==> config.mk <==
export PLATFORM = sky130hd
export DESIGN_NAME = key_and_tilt_supervisor_top
export DESIGN_NICKNAME = d
export VERILOG_FILES = /design/src/hdl/ktsup_pkg.sv /design/src/hdl/key_and_tilt_supervisor_top.sv /design/src/hdl/ktsup_cfg.sv /design/src/hdl/ktsup_key.sv /design/src/hdl/ktsup_ctrl.sv
export VERILOG_INCLUDE_DIRS = /design/src /design/src/hdl
export SDC_FILE = /design/constraint.sdc
export NUM_CORES = 1
export LEC_CHECK = 0
export BUFFER_PORTS_ARGS = -buffer_cell sky130_fd_sc_hd__clkbuf_2
export CAP_MARGIN = 0
export CORE_UTILIZATION = 59
export CTS_CLUSTER_SIZE = 14
export DETAILED_ROUTE_END_ITERATION = 10
export PLACE_DENSITY_LB_ADDON = 0.08
export SKIP_LAST_GASP = 1
export SLEW_MARGIN = 20
export SYNTH_ARGS = -nofsm -noshare
export SYNTH_HDL_FRONTEND = slang
export SYNTH_SLANG_ARGS = --single-unit
==> constraint.sdc <==
create_clock -name i_clk -period 5.5 [get_ports i_clk]
set_clock_uncertainty 0.2 [all_clocks]
set_input_delay 0.275 -clock i_clk [delete_from_list [all_inputs] [get_ports i_clk]]
set_output_delay 0.275 -clock i_clk [all_outputs]
set_load 0.02 [all_outputs]
==> src/hdl/key_and_tilt_supervisor_top_macros.svh <==
// Assertion macros shared by the key and tilt supervisor RTL.
// No dependencies; expects i_clk and i_rst_n in the including module.
`ifndef KEY_AND_TILT_SUPERVISOR_TOP_MACROS_SVH
`define KEY_AND_TILT_SUPERVISOR_TOP_MACROS_SVH

// same-cycle implication, checked out of reset
`define KTS_ASSERT_NOW(label, ante, cons) \
    label: assert property (@(posedge i_clk) disable iff (!i_rst_n) \
        (ante) |-> (cons)) else $error("ktsup assertion failed");

// next-cycle implication, checked out of reset
`define KTS_ASSERT_NEXT(label, ante, cons) \
    label: assert property (@(posedge i_clk) disable iff (!i_rst_n) \
        (ante) |=> (cons)) else $error("ktsup assertion failed");

`endif

==> src/hdl/ktsup_pkg.sv <==
// Package for the key and tilt supervisor: config struct, result struct,
// register indexes and reset values. No dependencies.
package ktsup_pkg;

    localparam int CFG_ADDR_W = 5;
    localparam int IN_TDATA_W = 8;
    localparam int OUT_TDATA_W = 16;

    typedef enum logic [2:0] {
        REG_DEBOUNCE_TICKS     = 3'd0,
        REG_MAX_SETTING        = 3'd1,
        REG_TILT_CONFIRM_TICKS = 3'd2,
        REG_TILT_RECOVER_TICKS = 3'd3,
        REG_TICKS_PER_SECOND   = 3'd4,
        REG_FAN_HOLD_SECONDS   = 3'd5
    } t_reg_idx;

    localparam logic [7:0] RST_DEBOUNCE_TICKS     = 8'd5;
    localparam logic [3:0] RST_MAX_SETTING        = 4'd15;
    localparam logic [9:0] RST_TILT_CONFIRM_TICKS = 10'd100;
    localparam logic [9:0] RST_TILT_RECOVER_TICKS = 10'd200;
    localparam logic [9:0] RST_TICKS_PER_SECOND   = 10'd100;
    localparam logic [7:0] RST_FAN_HOLD_SECONDS   = 8'd30;

    typedef struct packed {
        logic [7:0] debounce_ticks;
        logic [3:0] max_setting;
        logic [9:0] tilt_confirm_ticks;
        logic [9:0] tilt_recover_ticks;
        logic [9:0] ticks_per_second;
        logic [7:0] fan_hold_seconds;
    } t_cfg;

    typedef struct packed {
        logic [3:0] time_setting;
        logic       key_beep;
        logic       alarm_beep;
        logic       standby_mode;
        logic       timer_running;
        logic       keys_locked;
        logic       relay_off;
        logic       fan_off;
        logic       timer_clear;
        logic       blink_restart;
        logic       short_delay_on;
        logic       tilt_confirmed;
    } t_result;

endpackage

==> src/hdl/key_and_tilt_supervisor_top.sv <==
// Top level of the key and tilt supervisor: stream ports, APB config, result register.
// Depends on ktsup_pkg, ktsup_cfg, ktsup_key, ktsup_ctrl and the macro header.
//
//  port group  dir  payload
//  s_axis      in   pass inputs: key, tilt, fast/slow ticks, quiet, timer start
//  m_axis      out  one result item per input item
//  apb         in   six config registers at byte addresses 0x00..0x14
//
// One item per cycle unless m_axis stalls; m_axis_tvalid rises the cycle after accept.
// All work sits between the supervisor state registers and the result register.
// Synchronous active-low reset clears state and loads register defaults.
// s_axis_tready stays high while the result register is empty or being taken.
`include "key_and_tilt_supervisor_top_macros.svh"

module key_and_tilt_supervisor_top (
    input  logic                              i_clk,
    input  logic                              i_rst_n,
    input  logic                              s_axis_tvalid,
    output logic                              s_axis_tready,
    // [0] key_pin [1] tilt_pin [2] tick_fast [3] tick_slow [4] set_quiet
    // [5] timer_start [7:6] zero
    input  logic [ktsup_pkg::IN_TDATA_W-1:0]  s_axis_tdata,
    output logic                              m_axis_tvalid,
    input  logic                              m_axis_tready,
    // [3:0] time_setting [4] key_beep [5] alarm_beep [6] standby_mode
    // [7] timer_running [8] keys_locked [9] relay_off [10] fan_off
    // [11] timer_clear [12] blink_restart [13] short_delay_on
    // [14] tilt_confirmed [15] zero
    output logic [ktsup_pkg::OUT_TDATA_W-1:0] m_axis_tdata,
    input  logic                              psel,
    input  logic                              penable,
    input  logic                              pwrite,
    input  logic [ktsup_pkg::CFG_ADDR_W-1:0]  paddr,
    input  logic [31:0]                       pwdata,
    output logic [31:0]                       prdata,
    output logic                              pready
);

    ktsup_pkg::t_cfg    w_cfg;
    ktsup_pkg::t_result w_res;
    ktsup_pkg::t_result r_res;
    logic               r_out_valid;
    logic               w_fire;
    logic               w_accepted;

    assign pready        = 1'b1;
    assign s_axis_tready = ~r_out_valid | m_axis_tready;
    assign w_fire        = s_axis_tvalid & s_axis_tready;
    assign m_axis_tvalid = r_out_valid;

    ktsup_cfg u_cfg (
        .i_clk     (i_clk),
        .i_rst_n   (i_rst_n),
        .i_psel    (psel),
        .i_penable (penable),
        .i_pwrite  (pwrite),
        .i_paddr   (paddr),
        .i_pwdata  (pwdata),
        .o_prdata  (prdata),
        .o_cfg     (w_cfg)
    );

    ktsup_key u_key (
        .i_clk       (i_clk),
        .i_rst_n     (i_rst_n),
        .i_fire      (w_fire),
        .i_key_pin   (s_axis_tdata[0]),
        .i_tick_fast (s_axis_tdata[2]),
        .i_cfg       (w_cfg),
        .o_accepted  (w_accepted)
    );

    ktsup_ctrl u_ctrl (
        .i_clk         (i_clk),
        .i_rst_n       (i_rst_n),
        .i_fire        (w_fire),
        .i_accepted    (w_accepted),
        .i_tilt_pin    (s_axis_tdata[1]),
        .i_tick_slow   (s_axis_tdata[3]),
        .i_set_quiet   (s_axis_tdata[4]),
        .i_timer_start (s_axis_tdata[5]),
        .i_cfg         (w_cfg),
        .o_res         (w_res)
    );

    always_ff @(posedge i_clk) begin
        if (!i_rst_n) begin
            r_out_valid <= 1'b0;
        end else if (w_fire) begin
            r_out_valid <= 1'b1;
        end else if (m_axis_tready) begin
            r_out_valid <= 1'b0;
        end
    end

    always_ff @(posedge i_clk) begin
        if (w_fire) begin
            r_res <= w_res;
        end
    end

    assign m_axis_tdata = {1'b0,
                           r_res.tilt_confirmed,
                           r_res.short_delay_on,
                           r_res.blink_restart,
                           r_res.timer_clear,
                           r_res.fan_off,
                           r_res.relay_off,
                           r_res.keys_locked,
                           r_res.timer_running,
                           r_res.standby_mode,
                           r_res.alarm_beep,
                           r_res.key_beep,
                           r_res.time_setting};

    `KTS_ASSERT_NEXT(a_fire_gives_result, w_fire, r_out_valid)
    `KTS_ASSERT_NEXT(a_stall_keeps_result, r_out_valid && !m_axis_tready, r_out_valid)
    `KTS_ASSERT_NEXT(a_drain_without_fire, r_out_valid && m_axis_tready && !w_fire, !r_out_valid)

endmodule

==> src/hdl/ktsup_cfg.sv <==
// Configuration register file with an APB-style write/read port.
// Depends on ktsup_pkg.
module ktsup_cfg (
    input  logic                             i_clk,
    input  logic                             i_rst_n,
    input  logic                             i_psel,
    input  logic                             i_penable,
    input  logic                             i_pwrite,
    input  logic [ktsup_pkg::CFG_ADDR_W-1:0] i_paddr,
    input  logic [31:0]                      i_pwdata,
    output logic [31:0]                      o_prdata,
    output ktsup_pkg::t_cfg                  o_cfg
);

    ktsup_pkg::t_cfg  r_cfg;
    ktsup_pkg::t_reg_idx w_idx;
    logic             w_wr;

    assign w_idx = ktsup_pkg::t_reg_idx'(i_paddr[ktsup_pkg::CFG_ADDR_W-1:2]);
    assign w_wr  = i_psel & i_penable & i_pwrite;
    assign o_cfg = r_cfg;

    always_ff @(posedge i_clk) begin
        if (!i_rst_n) begin
            r_cfg.debounce_ticks     <= ktsup_pkg::RST_DEBOUNCE_TICKS;
            r_cfg.max_setting        <= ktsup_pkg::RST_MAX_SETTING;
            r_cfg.tilt_confirm_ticks <= ktsup_pkg::RST_TILT_CONFIRM_TICKS;
            r_cfg.tilt_recover_ticks <= ktsup_pkg::RST_TILT_RECOVER_TICKS;
            r_cfg.ticks_per_second   <= ktsup_pkg::RST_TICKS_PER_SECOND;
            r_cfg.fan_hold_seconds   <= ktsup_pkg::RST_FAN_HOLD_SECONDS;
        end else if (w_wr) begin
            case (w_idx)
                ktsup_pkg::REG_DEBOUNCE_TICKS:     r_cfg.debounce_ticks     <= i_pwdata[7:0];
                ktsup_pkg::REG_MAX_SETTING:        r_cfg.max_setting        <= i_pwdata[3:0];
                ktsup_pkg::REG_TILT_CONFIRM_TICKS: r_cfg.tilt_confirm_ticks <= i_pwdata[9:0];
                ktsup_pkg::REG_TILT_RECOVER_TICKS: r_cfg.tilt_recover_ticks <= i_pwdata[9:0];
                ktsup_pkg::REG_TICKS_PER_SECOND:   r_cfg.ticks_per_second   <= i_pwdata[9:0];
                ktsup_pkg::REG_FAN_HOLD_SECONDS:   r_cfg.fan_hold_seconds   <= i_pwdata[7:0];
                default: ;
            endcase
        end
    end

    always_comb begin
        case (w_idx)
            ktsup_pkg::REG_DEBOUNCE_TICKS:     o_prdata = {24'd0, r_cfg.debounce_ticks};
            ktsup_pkg::REG_MAX_SETTING:        o_prdata = {28'd0, r_cfg.max_setting};
            ktsup_pkg::REG_TILT_CONFIRM_TICKS: o_prdata = {22'd0, r_cfg.tilt_confirm_ticks};
            ktsup_pkg::REG_TILT_RECOVER_TICKS: o_prdata = {22'd0, r_cfg.tilt_recover_ticks};
            ktsup_pkg::REG_TICKS_PER_SECOND:   o_prdata = {22'd0, r_cfg.ticks_per_second};
            ktsup_pkg::REG_FAN_HOLD_SECONDS:   o_prdata = {24'd0, r_cfg.fan_hold_seconds};
            default:                           o_prdata = 32'd0;
        endcase
    end

endmodule

==> src/hdl/ktsup_key.sv <==
// Key debouncer: level tracking, countdown of latched fast ticks, press accept.
// Depends on ktsup_pkg and the assertion macro header.
`include "key_and_tilt_supervisor_top_macros.svh"

module ktsup_key (
    input  logic            i_clk,
    input  logic            i_rst_n,
    input  logic            i_fire,
    input  logic            i_key_pin,
    input  logic            i_tick_fast,
    input  ktsup_pkg::t_cfg i_cfg,
    output logic            o_accepted
);

    logic       r_level, r_pending, r_latch;
    logic [7:0] r_left;
    logic       n_level, n_pending, n_latch;
    logic [7:0] n_left;

    always_comb begin
        n_level    = r_level;
        n_pending  = r_pending;
        n_left     = r_left;
        n_latch    = r_latch | i_tick_fast;
        o_accepted = 1'b0;
        if (i_key_pin) begin
            if (!r_level) begin
                n_level   = 1'b1;
                n_pending = 1'b0;
            end
        end else if (r_level) begin
            n_level   = 1'b0;
            n_pending = 1'b1;
            n_left    = i_cfg.debounce_ticks;
        end
        if (n_pending && n_left == 8'd0) begin
            n_pending  = 1'b0;
            o_accepted = 1'b1;
        end else if (n_pending && n_latch) begin
            n_latch = 1'b0;
            n_left  = n_left - 8'd1;
        end
    end

    always_ff @(posedge i_clk) begin
        if (!i_rst_n) begin
            r_level   <= 1'b0;
            r_pending <= 1'b0;
            r_latch   <= 1'b0;
            r_left    <= 8'd0;
        end else if (i_fire) begin
            r_level   <= n_level;
            r_pending <= n_pending;
            r_latch   <= n_latch;
            r_left    <= n_left;
        end
    end

    `KTS_ASSERT_NEXT(a_accept_clears_pending, i_fire && o_accepted, !r_pending)
    `KTS_ASSERT_NOW(a_accept_needs_low_key, o_accepted, !i_key_pin)
    `KTS_ASSERT_NEXT(a_release_cancels, i_fire && i_key_pin, !r_pending && r_level)

endmodule

==> src/hdl/ktsup_ctrl.sv <==
// Supervisor state: setting, tilt lockout, unlock, fan hold and result fields.
// Depends on ktsup_pkg and the assertion macro header.
`include "key_and_tilt_supervisor_top_macros.svh"

module ktsup_ctrl (
    input  logic               i_clk,
    input  logic               i_rst_n,
    input  logic               i_fire,
    input  logic               i_accepted,
    input  logic               i_tilt_pin,
    input  logic               i_tick_slow,
    input  logic               i_set_quiet,
    input  logic               i_timer_start,
    input  ktsup_pkg::t_cfg    i_cfg,
    output ktsup_pkg::t_result o_res
);

    logic [3:0] r_setting, n_setting;
    logic       r_locked, n_locked;
    logic       r_tilt_level, n_tilt_level;
    logic       r_entering, n_entering;
    logic       r_leaving, n_leaving;
    logic       r_done, n_done;
    logic [9:0] r_enter_cnt, n_enter_cnt;
    logic [9:0] r_leave_cnt, n_leave_cnt;
    logic [9:0] r_sec_cnt, n_sec_cnt;
    logic [7:0] r_hold_sec, n_hold_sec;
    logic       r_quiet, n_quiet;
    logic       r_running, n_running;
    logic       r_standby, n_standby;
    logic       r_half_delay, n_half_delay;
    logic       w_key_beep, w_alarm_beep, w_relay_off, w_fan_off;
    logic       w_timer_clear, w_blink;

    always_comb begin
        n_setting     = r_setting;
        n_locked      = r_locked;
        n_tilt_level  = r_tilt_level;
        n_entering    = r_entering;
        n_leaving     = r_leaving;
        n_done        = r_done;
        n_enter_cnt   = r_enter_cnt;
        n_leave_cnt   = r_leave_cnt;
        n_sec_cnt     = r_sec_cnt;
        n_hold_sec    = r_hold_sec;
        n_quiet       = r_quiet | i_set_quiet;
        n_running     = r_running | i_timer_start;
        n_standby     = r_standby;
        n_half_delay  = r_half_delay;
        w_key_beep    = 1'b0;
        w_alarm_beep  = 1'b0;
        w_relay_off   = 1'b0;
        w_fan_off     = 1'b0;
        w_timer_clear = 1'b0;
        w_blink       = 1'b0;

        if (i_accepted) begin
            if (!r_locked) begin
                w_blink       = 1'b1;
                n_setting     = (r_setting > 4'd1) ? r_setting - 4'd1 : i_cfg.max_setting;
                w_key_beep    = 1'b1;
                n_half_delay  = 1'b1;
                w_timer_clear = 1'b1;
                n_standby     = 1'b1;
                n_running     = 1'b0;
            end else begin
                w_alarm_beep = 1'b1;
            end
        end

        if (r_tilt_level != i_tilt_pin) begin
            n_tilt_level = i_tilt_pin;
            if (i_tilt_pin) begin
                n_quiet = 1'b0;
                if (r_entering) begin
                    n_entering = 1'b0;
                end else if (r_locked) begin
                    n_leaving   = 1'b1;
                    n_leave_cnt = 10'd0;
                end
            end else begin
                if (r_leaving) begin
                    n_leaving = 1'b0;
                end else if (!r_locked) begin
                    n_entering  = 1'b1;
                    n_enter_cnt = 10'd0;
                    n_hold_sec  = 8'd0;
                end
            end
        end

        if (i_tick_slow) begin
            if (n_entering) begin
                n_enter_cnt = n_enter_cnt + 10'd1;
                if (n_enter_cnt == i_cfg.tilt_confirm_ticks) begin
                    n_enter_cnt   = 10'd0;
                    n_entering    = 1'b0;
                    n_done        = 1'b1;
                    n_setting     = 4'd0;
                    n_running     = 1'b0;
                    n_locked      = 1'b1;
                    w_relay_off   = 1'b1;
                    w_timer_clear = 1'b1;
                    n_standby     = 1'b0;
                    w_blink       = 1'b1;
                    if (!n_quiet) begin
                        w_alarm_beep = 1'b1;
                    end
                end
            end
            if (n_leaving) begin
                n_leave_cnt = n_leave_cnt + 10'd1;
                if (n_leave_cnt == i_cfg.tilt_recover_ticks) begin
                    n_leave_cnt   = 10'd0;
                    n_leaving     = 1'b0;
                    n_locked      = 1'b0;
                    n_standby     = 1'b1;
                    n_half_delay  = 1'b0;
                    w_timer_clear = 1'b1;
                end
            end
            if (n_done) begin
                n_sec_cnt = n_sec_cnt + 10'd1;
                if (n_sec_cnt == i_cfg.ticks_per_second) begin
                    n_sec_cnt  = 10'd0;
                    n_hold_sec = n_hold_sec + 8'd1;
                    if (n_hold_sec == i_cfg.fan_hold_seconds) begin
                        n_hold_sec = 8'd0;
                        w_fan_off  = ~n_running;
                        n_done     = 1'b0;
                    end
                end
            end
        end

        // alarm restarts the buzzer last and wins over the key beep
        o_res.time_setting   = n_setting;
        o_res.key_beep       = w_key_beep & ~w_alarm_beep;
        o_res.alarm_beep     = w_alarm_beep;
        o_res.standby_mode   = n_standby;
        o_res.timer_running  = n_running;
        o_res.keys_locked    = n_locked;
        o_res.relay_off      = w_relay_off;
        o_res.fan_off        = w_fan_off;
        o_res.timer_clear    = w_timer_clear;
        o_res.blink_restart  = w_blink;
        o_res.short_delay_on = n_half_delay;
        o_res.tilt_confirmed = n_done;
    end

    always_ff @(posedge i_clk) begin
        if (!i_rst_n) begin
            r_setting    <= 4'd0;
            r_locked     <= 1'b0;
            r_tilt_level <= 1'b0;
            r_entering   <= 1'b0;
            r_leaving    <= 1'b0;
            r_done       <= 1'b0;
            r_enter_cnt  <= 10'd0;
            r_leave_cnt  <= 10'd0;
            r_sec_cnt    <= 10'd0;
            r_hold_sec   <= 8'd0;
            r_quiet      <= 1'b0;
            r_running    <= 1'b0;
            r_standby    <= 1'b0;
            r_half_delay <= 1'b0;
        end else if (i_fire) begin
            r_setting    <= n_setting;
            r_locked     <= n_locked;
            r_tilt_level <= n_tilt_level;
            r_entering   <= n_entering;
            r_leaving    <= n_leaving;
            r_done       <= n_done;
            r_enter_cnt  <= n_enter_cnt;
            r_leave_cnt  <= n_leave_cnt;
            r_sec_cnt    <= n_sec_cnt;
            r_hold_sec   <= n_hold_sec;
            r_quiet      <= n_quiet;
            r_running    <= n_running;
            r_standby    <= n_standby;
            r_half_delay <= n_half_delay;
        end
    end

    `KTS_ASSERT_NOW(a_lock_drops_relay, !r_locked && n_locked, w_relay_off && w_timer_clear)
    `KTS_ASSERT_NOW(a_one_beep, 1'b1, !(o_res.key_beep && o_res.alarm_beep))
    `KTS_ASSERT_NOW(a_unlock_clears_timer, r_locked && !n_locked, w_timer_clear && n_standby)

endmodule

==> impl_metrics.env <==
export IMPL_crit_path_start_kind="input pin"
export IMPL_outcome="completed"
export IMPL_path_buf_inv=3
export IMPL_start_util_pct=60.8
export IMPL_drc=0
export IMPL_drtPass1Iterations=5
export IMPL_hold_viol_final=0
export IMPL_p_leak_nw=3.16
export IMPL_clockRootBuffer="clkbuf_16"
export IMPL_synthArstFlopShare_pct=0
export IMPL_synthFlopType="dfxtp_1"
export IMPL_grt_pass1_wl_um=31900
export IMPL_ys_types=75
export IMPL_htreeDepth=4
export IMPL_vdd_ir_drop_max_uv=246
export IMPL_numClockSinks=128
export IMPL_tns_ps=0
export IMPL_wire_per_inst_um=16.8
export IMPL_reg2reg_depth=13
export IMPL_synthesis_area_um2=7730
export IMPL_avgSynthCellArea_um2=8.02
export IMPL_required_ps=5560
export IMPL_antenna_found_initial=0
export IMPL_setup_ws_ps=730
export IMPL_slowest_delay_ps=790
export IMPL_slew_limit_headroom_pct=33.8
export IMPL_gp_congestion=0.899
export IMPL_post_route_period_util_pct=86.7
export IMPL_fin_util_pct=68.4
export IMPL_rows=41
export IMPL_cts_setup_buffers=0
export IMPL_die_area_um2=13600
export IMPL_port_buffers=52
export IMPL_holdBufCountCts=13
export IMPL_track_usage_pct=30.6
export IMPL_holdWs_ps=11.2
export IMPL_design_area_um2=8700
export IMPL_grt_max_degree=51
export IMPL_cpMaxStageDelayCell="or4b_1"
export IMPL_n_antenna_cell=0
export IMPL_die_h_um=116
export IMPL_critical_path_max_fanout=17
export IMPL_cpMostUsedCell="nor2_1"
export IMPL_end_kind="flip-flop"
export IMPL_drtIter0Drc=635
export IMPL_area_delta_synth_final_pct=12.5
export IMPL_ant_nets=0
export IMPL_criticalPathCategory="input pin to flip-flop"
export IMPL_grt_remaining_overflow=0
export IMPL_maxSlewViolCount=0
export IMPL_nNetsFinal=1065
export IMPL_pre_cts_slack_ps=908
export IMPL_cap_violations=0
export IMPL_crit_family="simple AND/OR/NAND/NOR gates"
export IMPL_layout_common_cells="nand2_1, dfxtp_1, nor2_1, a21oi_1, mux2i_1"
export IMPL_min_path_type="input pin to flip-flop"
export IMPL_path_cells="dlygate4sd3_1 > clkbuf_2 > or4b_1 > buf_4 > and2_1 > ha_1 > nand3_1 > nor2_1 > o31a_1 > or3_1 > a221oi_1 > nor2_1 > and4_1 > o21ai_0 > a21oi_1"
export IMPL_synth_edff_count=15
export IMPL_clk_path_buf_depth=2
export IMPL_rsz0062_at_grt="false"
export IMPL_synth_cells=964
export IMPL_die_x_um=116
export IMPL_vias_per_cell=6.03
export IMPL_grt_pass1_vias=6288
export IMPL_gr_usage_met2_pct=50.0
export IMPL_vias=7181
export IMPL_setup_viol=0
export IMPL_cp_num_cells=15
export IMPL_cts_resized_gates=0
export IMPL_drive_above_1_share_pct=11.4
export IMPL_clk_pin_slew_worst_paths_ps=50
export IMPL_clk_latency_ps=420
export IMPL_ios=103
export IMPL_placeableCoreArea_um2=12700
export IMPL_arrival_ps=4830
export IMPL_gr_max_usage_layer="met2"
export IMPL_worst_pin_slew_ps=991
export IMPL_max_freq_mhz=210
export IMPL_layout_commonest_cell="nand2_1"
export IMPL_numCtsBuffers=17
export IMPL_wl_um=20000
export IMPL_post_dp_cell_area_um2=8000
export IMPL_synth_seq_cells=128
export IMPL_period_needed_ps=4770
export IMPL_use_met3_pct=6.95
export IMPL_hold_depth=3
export IMPL_place_hpwl_um=13700
export IMPL_synth_warnings=0
export IMPL_use_met1_pct=39.9
export IMPL_cts_tree="done"
export IMPL_power_density_nw_per_um2=257
export IMPL_seq_area_frac_synth_pct=35.1
## routing by layer
layer / vias to the layer above / wire length (um)
met4: 0 / 405
met3: 37 / 1030
met2: 211 / 9560
met5: - / 0
li1: 3539 / -
met1: 3394 / 9020
## power by group
part,switching (W),internal [W],leakage [nW],total [W]
logic,0.000134,0.0000604,1.83,0.000194
registers,0.0000108,0.000962,1.06,0.000973
clock network,0.000404,0.000662,0.262,0.00107
## synth_stat cells (all sizes together), types with 4 or more instances
master	n	area, um2
nand2	114	428
dfxtp	113	2260
a21oi	80	400
nor2	80	300
mux2i	58	581
o21ai	57	285
nand3	47	240
buf	43	274
clkbuf	34	128
inv	27	101
nor3	27	135
xnor2	27	236
or3	16	100
and2	15	93.8
edfxtp	15	450
xor2	13	114
nand4	12	75.1
nor2b	10	62.6
and3	9	56.3
nand2b	9	56.3
nor4	9	68.8
a211oi	8	60.1
o211ai	8	60.1
a221oi	7	61.3
a31oi	7	43.8
a32oi	7	61.3
ha	7	87.6
mux2	6	67.6
o21a	6	45.0
or4	6	48.8
a21o	5	37.5
a22oi	5	37.5
nor3b	5	37.5
o22ai	5	31.3
nand3b	4	33.8
nand4b	4	35.0
o211a	4	40.0
o22a	4	35.0
## path summary, 6_finish.rpt
| kind | slack, ps | from | end |
|---|---|---|---|
| setup / recovery | 730 | s_axis_tdata[1] | u_ctrl.r_hold_sec[4]$_SDFFE_PN0P_ |
| hold / removal | 10 | m_axis_tready | m_axis_tvalid$_SDFFE_PN0P_ |
| setup reg to reg | 970 | u_ctrl.r_tilt_level$_SDFFE_PN0P_ | u_ctrl.r_hold_sec[4]$_SDFFE_PN0P_ |
| hold reg to reg | 260 | u_key.r_left[0]$_SDFFE_PN0P_ | u_key.r_left[0]$_SDFFE_PN0P_ |
## cells by family after synthesis
group           after synthesis  synth area share, %
compound gates              236                 19.5
xor+xnor                     40                 4.53
fa+ha+maj                     7                 1.13
buf+inv                     105                 6.56
flops                       128                 35.1
mux                          64                 8.38
other cells                   2               0.0972
simple gates                382                 24.7
## sequential cells by signal (all words and copies together) (netlist names)
| signal | flops |
|---|---|
| u_key.r_latch | 1 |
| u_key.r_level | 1 |
| u_ctrl.r_leave_cnt | 10 |
| u_ctrl.r_enter_cnt | 10 |
| u_ctrl.r_half_delay | 1 |
| u_ctrl.r_setting | 4 |
| u_ctrl.r_hold_sec | 8 |
| u_ctrl.r_running | 1 |
| u_ctrl.r_done | 1 |
| u_key.r_pending | 1 |
| u_ctrl.r_quiet | 1 |
| u_ctrl.r_entering | 1 |
| u_ctrl.r_sec_cnt | 10 |
| u_key.r_left | 8 |
| m_axis_tdata | 15 |
| u_ctrl.r_standby | 1 |
| u_ctrl.r_tilt_level | 1 |
| u_ctrl.r_locked | 1 |
| u_ctrl.r_leaving | 1 |
| m_axis_tvalid | 1 |
| u_cfg.o_cfg | 50 |
## worst reg2reg max path: cells and delay by family (launching register included)
kind	cells	cell delay, ps
AO/OA/AOI/OAI	4	1230
adder cells (fa/ha/maj)	1	260
buffers and inverters	1	310
flip-flops	1	420
AND/OR/NAND/NOR	7	1940
## area by class of cell
type / instances / area (um2)
inverters: 28 / 105
multi-input cells: 753 / 4620
well taps: 172 / 215
repair buffers: 78 / 488
clock inverters: 11 / 118
clock buffers: 21 / 440
fillers: 1156 / 4030
flip-flops and latches: 128 / 2710
## stage by stage
step                      power, W  instances
after global placement     0.00118       1146
after CTS                  0.00224       1191
after floorplan            0.00113        986
after detailed placement   0.00118       1146
final                      0.00223       1191
after global routing       0.00231       1191
Note: power is estimated with default switching activity, not from simulation.
